===== src/rtl/core/frl_pkg.sv =====
// Package for the fixed-point line rasterizer: payload structs, display
// limits, divider sizing and the divider request and status structs. No dependencies.
package frl_pkg;

   localparam int DISP_WIDTH  = 128;
   localparam int DISP_HEIGHT = 64;
   localparam int COORD_BITS  = 8;
   localparam int FRAC_BITS   = 8;
   localparam int ACC_BITS    = 18;
   localparam int SLOPE_BITS  = 10;

   // slope magnitude = (num << 8) / den with num <= den: nine quotient bits
   localparam int DIV_STEPS    = FRAC_BITS + 1;
   localparam int DIV_CNT_BITS = $clog2(DIV_STEPS);

   localparam logic       MODE_START = 1'b0;
   localparam logic       MODE_STEP  = 1'b1;
   localparam logic [7:0] HALF_UNIT  = 8'h80;

   typedef struct packed {
      logic                  mode;
      logic [COORD_BITS-1:0] x_start;
      logic [COORD_BITS-1:0] y_start;
      logic [COORD_BITS-1:0] x_end;
      logic [COORD_BITS-1:0] y_end;
      logic [1:0]            pixel_op;
   } req_payload_type;

   typedef struct packed {
      logic [COORD_BITS-1:0] point_x;
      logic [COORD_BITS-1:0] point_y;
      logic [1:0]            point_op;
      logic                  visible;
      logic                  last;
   } rsp_payload_type;

   typedef struct packed {
      logic                  start;
      logic [COORD_BITS-1:0] num;
      logic [COORD_BITS-1:0] den;
      logic                  neg;
   } div_req_type;

   typedef struct packed {
      logic                  busy;
      logic                  done;
      logic [SLOPE_BITS-1:0] slope;
   } div_sts_type;

endpackage


===== src/rtl/core/frl_div.sv =====
// Slope divider: restoring division, one quotient bit per cycle.
// Depends on frl_pkg.
module frl_div import frl_pkg::*; (
   input  logic        clock,
   input  logic        reset,
   input  div_req_type div_req,
   output div_sts_type div_sts
);

   logic                    busy_ff, busy_in;
   logic [DIV_CNT_BITS-1:0] cnt_ff, cnt_in;
   logic [COORD_BITS:0]     rem_ff, rem_in;
   logic [COORD_BITS-1:0]   quo_ff, quo_in;
   logic [COORD_BITS-1:0]   den_ff, den_in;
   logic                    neg_ff, neg_in;

   logic                  ge;
   logic [COORD_BITS-1:0] diff;
   logic [COORD_BITS:0]   quo_next;
   logic [COORD_BITS:0]   mag;
   logic                  final_step;

   always_comb begin
      ge         = rem_ff >= {1'b0, den_ff};
      // remainder stays below den, so eight bits hold it
      diff       = ge ? COORD_BITS'(rem_ff - {1'b0, den_ff}) : rem_ff[COORD_BITS-1:0];
      quo_next   = {quo_ff, ge};
      final_step = busy_ff && (cnt_ff == DIV_CNT_BITS'(DIV_STEPS - 1));
      // zero major span gives a zero slope
      mag        = (den_ff == '0) ? '0 : quo_next;

      busy_in = busy_ff;
      cnt_in  = cnt_ff;
      rem_in  = rem_ff;
      quo_in  = quo_ff;
      den_in  = den_ff;
      neg_in  = neg_ff;
      if (div_req.start) begin
         busy_in = 1'b1;
         cnt_in  = '0;
         rem_in  = {1'b0, div_req.num};
         quo_in  = '0;
         den_in  = div_req.den;
         neg_in  = div_req.neg;
      end else if (busy_ff) begin
         rem_in = {diff, 1'b0};
         quo_in = quo_next[COORD_BITS-1:0];
         cnt_in = cnt_ff + 1'b1;
         if (final_step) begin
            busy_in = 1'b0;
         end
      end
   end

   always_ff @(posedge clock) begin
      if (reset) begin
         busy_ff <= 1'b0;
         cnt_ff  <= '0;
      end else begin
         busy_ff <= busy_in;
         cnt_ff  <= cnt_in;
      end
      rem_ff <= rem_in;
      quo_ff <= quo_in;
      den_ff <= den_in;
      neg_ff <= neg_in;
   end

   always_comb begin
      div_sts.busy  = busy_ff;
      div_sts.done  = final_step;
      div_sts.slope = neg_ff ? (SLOPE_BITS'(0) - {1'b0, mag}) : {1'b0, mag};
   end

endmodule


===== src/rtl/core/fixed_point_line_rasterizer.sv =====
// Top level of the fixed-point line rasterizer: line setup, walk registers,
// result register. Depends on frl_pkg and frl_div.
//
// Usage:
//  - Request channel (req_valid / req_stall / req_data): a transaction with
//    mode = start latches two endpoints and a pixel op and yields no result;
//    a transaction with mode = step yields one point while a line is active,
//    nothing otherwise.
//  - Response channel (rsp_valid / rsp_stall / rsp_data): one point per step,
//    with visible = 0 for points off the display and last = 1 on the final
//    point, after which the line is closed.
//  - Timing: a step's point sits in the response register in the cycle after
//    the step is accepted. Steps run at one per cycle while the receiver does not stall.
//  - A start holds req_stall high after acceptance while the divider works
//    out the slope one quotient bit a cycle; the first step is accepted
//    only once the divider has finished.
//  - A start during an active line drops the old line.
//  - When the receiver stalls, the point is held and req_stall follows, so
//    no step can be taken until the held point leaves.
//  - Synchronous reset closes any line, drops a pending point and aborts
//    a division in progress.
module fixed_point_line_rasterizer import frl_pkg::*; (
   input  logic            clock,
   input  logic            reset,
   input  logic            req_valid,
   output logic            req_stall,
   input  req_payload_type req_data,
   output logic            rsp_valid,
   input  logic            rsp_stall,
   output rsp_payload_type rsp_data
);

   // line state
   logic                  line_active_ff, line_active_in;
   logic                  major_is_y_ff, major_is_y_in;
   logic                  walk_down_ff, walk_down_in;
   logic [COORD_BITS-1:0] major_pos_ff, major_pos_in;
   logic [COORD_BITS-1:0] major_stop_ff, major_stop_in;
   logic [ACC_BITS-1:0]   minor_accum_ff, minor_accum_in;
   logic [SLOPE_BITS-1:0] slope_step_ff, slope_step_in;
   logic [1:0]            held_op_ff, held_op_in;

   // response register
   logic                  rsp_valid_ff, rsp_valid_in;
   rsp_payload_type       rsp_data_ff, rsp_data_in;

   div_req_type div_req;
   div_sts_type div_sts;

   logic                  req_fire, start_fire, step_fire;
   logic [COORD_BITS:0]   dx, dy;
   logic [COORD_BITS-1:0] adx, ady;
   logic                  y_major;
   logic [COORD_BITS-1:0] minor;
   logic [COORD_BITS-1:0] px, py;
   logic                  is_last;
   logic [ACC_BITS-1:0]   slope_ext;

   frl_div u_div (
      .clock   (clock),
      .reset   (reset),
      .div_req (div_req),
      .div_sts (div_sts)
   );

   // busy divider or held point blocks new transactions
   assign req_stall  = div_sts.busy | (rsp_valid_ff & rsp_stall);
   assign req_fire   = req_valid & ~req_stall;
   assign start_fire = req_fire & (req_data.mode == MODE_START);
   assign step_fire  = req_fire & (req_data.mode == MODE_STEP) & line_active_ff;

   // line setup: spans, major axis pick, divider request
   always_comb begin
      dx  = {1'b0, req_data.x_end} - {1'b0, req_data.x_start};
      dy  = {1'b0, req_data.y_end} - {1'b0, req_data.y_start};
      adx = dx[COORD_BITS] ? COORD_BITS'(-dx) : dx[COORD_BITS-1:0];
      ady = dy[COORD_BITS] ? COORD_BITS'(-dy) : dy[COORD_BITS-1:0];
      y_major = ady > adx;

      div_req.start = start_fire;
      div_req.num   = y_major ? adx : ady;
      div_req.den   = y_major ? ady : adx;
      div_req.neg   = dx[COORD_BITS] ^ dy[COORD_BITS];
   end

   // point of the current walk position
   always_comb begin
      minor     = minor_accum_ff[FRAC_BITS +: COORD_BITS];
      px        = major_is_y_ff ? minor : major_pos_ff;
      py        = major_is_y_ff ? major_pos_ff : minor;
      is_last   = major_pos_ff == major_stop_ff;
      slope_ext = {{(ACC_BITS - SLOPE_BITS){slope_step_ff[SLOPE_BITS-1]}}, slope_step_ff};
   end

   always_comb begin
      line_active_in = line_active_ff;
      major_is_y_in  = major_is_y_ff;
      walk_down_in   = walk_down_ff;
      major_pos_in   = major_pos_ff;
      major_stop_in  = major_stop_ff;
      minor_accum_in = minor_accum_ff;
      slope_step_in  = slope_step_ff;
      held_op_in     = held_op_ff;

      if (start_fire) begin
         line_active_in = 1'b1;
         major_is_y_in  = y_major;
         held_op_in     = req_data.pixel_op;
         if (y_major) begin
            major_pos_in   = req_data.y_start;
            major_stop_in  = req_data.y_end;
            walk_down_in   = req_data.y_end <= req_data.y_start;
            minor_accum_in = {2'b00, req_data.x_start, HALF_UNIT};
         end else begin
            major_pos_in   = req_data.x_start;
            major_stop_in  = req_data.x_end;
            walk_down_in   = req_data.x_end <= req_data.x_start;
            minor_accum_in = {2'b00, req_data.y_start, HALF_UNIT};
         end
      end else if (step_fire) begin
         if (is_last) begin
            line_active_in = 1'b0;
         end else if (walk_down_ff) begin
            major_pos_in   = major_pos_ff - 1'b1;
            minor_accum_in = minor_accum_ff - slope_ext;
         end else begin
            major_pos_in   = major_pos_ff + 1'b1;
            minor_accum_in = minor_accum_ff + slope_ext;
         end
      end

      // slope lands when the divider finishes; no step can precede it
      if (div_sts.done) begin
         slope_step_in = div_sts.slope;
      end
   end

   // response register: load on step, hold while stalled
   always_comb begin
      rsp_valid_in = (rsp_valid_ff & rsp_stall) | step_fire;
      rsp_data_in  = rsp_data_ff;
      if (step_fire) begin
         rsp_data_in.point_x  = px;
         rsp_data_in.point_y  = py;
         rsp_data_in.point_op = held_op_ff;
         rsp_data_in.visible  = ({1'b0, px} < (COORD_BITS + 1)'(DISP_WIDTH)) &&
                                ({1'b0, py} < (COORD_BITS + 1)'(DISP_HEIGHT));
         rsp_data_in.last     = is_last;
      end
   end

   always_ff @(posedge clock) begin
      if (reset) begin
         line_active_ff <= 1'b0;
         major_is_y_ff  <= 1'b0;
         walk_down_ff   <= 1'b0;
         major_pos_ff   <= '0;
         major_stop_ff  <= '0;
         minor_accum_ff <= '0;
         slope_step_ff  <= '0;
         held_op_ff     <= '0;
         rsp_valid_ff   <= 1'b0;
      end else begin
         line_active_ff <= line_active_in;
         major_is_y_ff  <= major_is_y_in;
         walk_down_ff   <= walk_down_in;
         major_pos_ff   <= major_pos_in;
         major_stop_ff  <= major_stop_in;
         minor_accum_ff <= minor_accum_in;
         slope_step_ff  <= slope_step_in;
         held_op_ff     <= held_op_in;
         rsp_valid_ff   <= rsp_valid_in;
      end
      rsp_data_ff <= rsp_data_in;
   end

   assign rsp_valid = rsp_valid_ff;
   assign rsp_data  = rsp_data_ff;

endmodule


===== config.mk =====
export PLATFORM = sky130hd
export DESIGN_NAME = fixed_point_line_rasterizer
export DESIGN_NICKNAME = d
export VERILOG_FILES = /design/src/rtl/core/frl_pkg.sv /design/src/rtl/core/frl_div.sv /design/src/rtl/core/fixed_point_line_rasterizer.sv
export SDC_FILE = /design/constraint.sdc
export NUM_CORES = 1
export LEC_CHECK = 0
export ABC_AREA = 1
export BUFFER_PORTS_ARGS = -buffer_cell sky130_fd_sc_hd__buf_2
export CAP_MARGIN = 40
export CORE_MARGIN = 2
export CORE_UTILIZATION = 57
export CTS_BUF_LIST = sky130_fd_sc_hd__clkbuf_8
export DETAILED_ROUTE_END_ITERATION = 16
export PLACE_DENSITY = 0.79
export SLEW_MARGIN = 20
export SYNTH_ARGS = -nofsm -noshare
export SYNTH_HDL_FRONTEND = slang
export SYNTH_SLANG_ARGS = --single-unit
export TNS_END_PERCENT = 20

===== constraint.sdc =====
create_clock -name clock -period 2.8 [get_ports clock]
set_input_delay 0.14 -clock clock [delete_from_list [all_inputs] [get_ports clock]]
set_output_delay 0.14 -clock clock [all_outputs]
set_load 0.1 [all_outputs]

After elaboration in Yosys (flattened, before gate mapping)

Index checks and enable logic that the tools add are counted.

Reduce and logical (&&, ||, !) cells: 9
$lt $le $gt $ge: 6
Multiplexer cells: 29
Bitwise logic cells: 10
Eq/ne operators: 3
$add $sub $neg: 11

Operators with widths:

| kind                                                | count |
|---|---|
| 2-to-1 mux 8 bit                                    | 15 |
| 2-to-1 mux 18 bit                                   | 4 |
| adder 18 bit                                        | 1 |
| subtractor 18 bit                                   | 1 |
| subtractor 8 x 8 -> 9 bit                           | 2 |
| less-or-equal comparator 8 bit                      | 2 |
| 2-to-1 mux 16 bit                                   | 1 |
| negation 8 bit                                      | 2 |
| 2-to-1 mux 10 bit                                   | 1 |
| subtractor 1 x 9 -> 10 bit (first input constant)   | 1 |
| greater-or-equal comparator 9 x 8 -> 1 bit          | 1 |
| 2-to-1 mux 9 bit                                    | 1 |
| adder 8 x 1 -> 8 bit (second input constant)        | 1 |
| == test 8 bit                                       | 1 |
| greater-than comparator 8 bit                       | 1 |
| zero test 8 bit                                     | 1 |
| < comparator 8 x 7 -> 1 bit (second input constant) | 1 |
| < comparator 8 bit (second input constant)          | 1 |
| subtractor 8 x 1 -> 8 bit (second input constant)   | 1 |
| subtractor 8 bit                                    | 1 |
| 2-to-1 mux 1 bit                                    | 7 |
| nonzero test 2 bit                                  | 3 |
| bitwise AND 1 bit                                   | 5 |
| adder 4 x 1 -> 4 bit (second input constant)        | 1 |
| other kinds (8)                                     | 12 |

Flip-flop bits (word level): 101
Input bits: 39
Logic and storage cells: 89

Logic depth before layout (Yosys ltp)

Word-level depth: 8
Gate-level depth with buffers: 27
Mapped depth without buffers: 26

Hierarchy

From an unflattened synthesis, not the netlist that was laid out.

Cell total of the unflattened synthesis: 1211
Area total of the unflattened synthesis: 8182.8 µm²

By module, submodules not included:

| module                      | sequential area each (µm²) | cells an instance | times used | area an instance (µm²) |
|---|---|---|---|---|
| fixed_point_line_rasterizer | 1561.5                     | 959               | 1          | 6258.5 |
| frl_div                     | 790.8                      | 252               | 1          | 1924.3 |

Worst setup path after synthesis

Ideal clock, no wire load.

Kind: input -> register
Start point: input req_data[10] in the netlist's numbering
End point: register u_div.den_ff[1], data pin
Setup slack: -0.260 ns
Buffers on the path: 1
Data required time: 2.534 ns
Data arrival time: 2.794 ns
Setup time: 0.266 ns
Stages on the path: 22
Path through: inv_1 ha_1 fa_1 ha_1 inv_1 nor2_1 nand3_1 nor2_1 nand2_1 nand2_1 nand2_1 nand2_1 inv_1 ha_1 nand2_1 nor2_2 nand4_2 nand2_4 inv_1 clkbuf_1 nand2_1 o21ai_0

RTL lines:

| element              | line                              | text |
|---|---|---|
| from (decl)          | fixed_point_line_rasterizer.sv:27 | `input req_payload_type req_data,` |
| to (signal assigned) | frl_div.sv:65                     | `den_ff <= den_in;` |
| to (decl)            | frl_div.sv:14                     | `logic [COORD_BITS-1:0] den_ff, den_in;` |

Worst setup path after layout

Start point: input req_data[10] in the netlist's numbering
End point: register major_stop_ff[1]

Longest elaborated chain between the ends: 5

Ends and longest elaborated chain:

| element                           | line                               | text |
|---|---|---|
| subtractor 8 x 8 -> 9 bit (*)     | fixed_point_line_rasterizer.sv:74  | `dx = {1'b0, req_data.x_end} - {1'b0, req_data.x_start};` |
| negation 8 bit                    | fixed_point_line_rasterizer.sv:76  | `adx = dx[COORD_BITS] ? COORD_BITS'(-dx) : dx[COORD_BITS-1:0];` |
| 2-to-1 mux 8 bit (*)              | fixed_point_line_rasterizer.sv:76  |  |
| greater-than comparator 8 bit (*) | fixed_point_line_rasterizer.sv:78  | `y_major = ady > adx;` |
| 2-to-1 mux 8 bit (*)              | fixed_point_line_rasterizer.sv:109 | `if (y_major) begin` |
| to (signal assigned)              | fixed_point_line_rasterizer.sv:168 | `major_stop_ff <= major_stop_in;` |
| to (decl)                         | fixed_point_line_rasterizer.sv:38  | `logic [COORD_BITS-1:0] major_stop_ff, major_stop_in;` |

Every way passes the cells marked *; elsewhere a longest branch is shown, timed or not.
A chain may end at the register's enable or synchronous reset.

==> metrics <==
Post-Route WL between 20000 and 25000 µm; most common cell after layout, fill and taps aside nand2_1; Main synth FF type dfxtp_1; top cells by area, synth nand2_1 16%, dfxtp_1 16%, edfxtp_1 14%; Post-synth EDFFs 37; Synth Register Bits 99; Syn Nets between 1000 and 1500; PwrDens roughly 620 nW/µm²; number of clock buffers inserted by TritonCTS 9; worst path arrival time 3310 ps; crit path kind in2reg; Maximum Capacitance Violations 0; CTS root buffer clkbuf_8; type of destination of the critical path flip-flop; RSZ-0062 raised after global routing yes; Initial Utilization 0.581; Clock Sinks about 100; share of cells above drive strength 1 0.248; min Tclk post-route 2980 ps; # IOs between 60 and 70; total gr overflow 0; yosys warns 0; die footprint around 15000 µm²; synthesized cell area 8010 µm²; Post-Syn Area per Cell ~6.8 µm²; Netlist cell types 47; Area growth, synth to finish 24.4%; Peak VDD IR ~0.00029 V; # rows 43; largest stage delay on the critical path about 590 ps; Synth top area share 0.158; Core Region 13800 µm²; Worst slew margin 0.519; router iterations before antenna repair 6; most frequent cells in the layout 308 x nand2_1, 166 x inv_1, 114 x buf_4; Reg clk slew, reported paths about 100 ps; diode count 0; CP Max Fanout 7; fin util 0.723; H-tree lvl count 3; Detailed Route Iter0 Violations about 690; fmax between 300 and 400 MHz; failing checks setup timing; Crit path max-delay family simple AND/OR/NAND/NOR gates; initial antenna violation count 0; Clock Latency Late Sink 390 ps; total power just over 6000 µW; final hold viol count 0; Final WS setup -176 ps; Worst Hold Class in2reg; area leader, netlist nand2_1; Final setup viols 42; Async SR Flop Fraction 0; clock buffer depth 2; critical-path cell list buf_8 > inv_8 > ha_4 > fa_2 > nand2_2 > nor2_1 > nand3_1 > nor2_2 > nand3_2 > nand2_1 > nand2_1 > nand2_2 > inv_2 > ha_4 > nand2_4 > nor2_4 > nand2_1 > nand2_2 > nand2_8 > nor2_8 > inv_2 > nor2_1 > o21ai_0 > inv_1; PortBufs 60; CTS tree yes; Worst Setup Start Kind primary input; worst path required time around 3100 ps; outcome finished with violations; Die Ht 123 µm; post-route clock period utilization 1.06; Overall Global Routing Usage 0.291; CP max stage cell fa_2; Post-Syn Instances about 1200; GP Congestion 0.957; via count of the first global-routing pass ~7500; Leak a little over 0.005 µW; global-route wire length before repair between 30000 and 40000 µm; DP HPWL about 17000 µm; nets@finish roughly 1500; Post-route DRC 0; sequential share of the synthesized area 0.294; Worst Path Buf+Inv 5; largest net degree at the start of global routing 31; DR vias/cell 5.35; Horiz. Die Dim 123 µm; fin. max-slew vios 0; Routed wire per std cell ~15 µm; hold slack around 23 ps; slew at the pin closest to its max-slew limit between 700 and 800 ps; Post-Route Skew 16.4 ps; Vias between 8000 and 9000; Routed Antenna Nets 0
registers in the layout, summed over array words and instances, names as in the netlist, 8 cells and up:
signal / cells
minor_accum_ff: 16
u_div.rem_ff: 9
major_stop_ff: 8
rsp_data: 20
major_pos_ff: 8
slope_step_ff: 10
u_div.quo_ff: 8
u_div.den_ff: 8
Yosys cell counts, drive strengths merged (3+ instances only):
cell type,count
nor2,121
nand4,19
dfxtp,62
o21ai,78
edfxtp,37
o21bai,3
buf,15
clkbuf,13
ha,59
o211ai,5
a22oi,8
or2,6
fa,5
xnor2,11
a31oi,6
xor2,28
nand3b,6
inv,182
a21o,6
nor3,6
clkinv,3
nand3,87
a21oi,63
nand2,349
metrics by stage:
| stage | worst slack (ps) | TNS (ps) | cell area, µm² | cells |
|---|---|---|---|---|
| finish | -176 | -4010 | 9960 | 1536 |
| global route | -319 | -10300 | 9960 | 1536 |
| CTS | 2.61 | 0 | 9440 | 1523 |
| detailed placement | -530 | -20180 | 9210 | 1504 |
| global placement | -392 | -14630 | 9210 | 1504 |
| floorplan | -188 | -4280 | 8040 | 1184 |
final cells by class:
cell class,instances,area (µm²)
Clock buffer,9,124
Clock inverter,7,51.3
Fill cell,1119,3810
Inverter,185,734
Multi-Input combinational cell,873,5170
Sequential cell,99,2350
Tap cell,180,225
Timing Repair Buffer,182,1300
Timing Repair inverter,1,5.00
worst min-delay path, stage by stage:
cell,delay [ps]
buf_2,110
nand2_1,60
a31oi_1,70
path summary, 6_finish.rpt:
| path | startpoint | endpoint | slack, ps | depth (start not counted) |
|---|---|---|---|---|
| setup reg to reg | slope_step_ff[0] | minor_accum_ff[11] | 100 | 21 |
| setup / recovery | req_data[10] | major_stop_ff[1] | -180 | 24 |
| hold / removal | req_data[13] | major_stop_ff[3] | 20 | 3 |
| hold reg to reg | held_op_ff[1] | rsp_data[3] | 440 | 0 |
power breakdown:
group          leakage (µW)  switching (µW)  total (µW)  internal [µW]
Combinational       0.00417            2030        3400           1380
Sequential         0.000846             144        1870           1720
Clock             0.0000933             548         878            330
Total               0.00511            2720        6150           3430
timing repair:
item,CTS,global route
hold endpoints to repair,2,0
setup endpoints to repair,36,43
resized for setup,11,112
pin swaps,9,66
hold buffers,2,0
buffers inserted,1,10
cloned,0,3
layer usage:
| metal | share of wire | track usage |
|---|---|---|
| met5 | 0 | 0 |
| met4 | 0.030 | 0.113 |
| met3 | 0.059 | 0.0446 |
| met2 | 0.49 | 0.495 |
| met1 | 0.43 | 0.372 |
logic make-up after synthesis:
family | after synthesis | synth area share
simple gates | 597 | 0.328
buf+inv | 213 | 0.109
compound gates | 172 | 0.118
xor+xnor | 39 | 0.0464
flops | 99 | 0.294
fa+ha+maj | 64 | 0.105
Note: power is estimated with default switching activity, not from simulation.
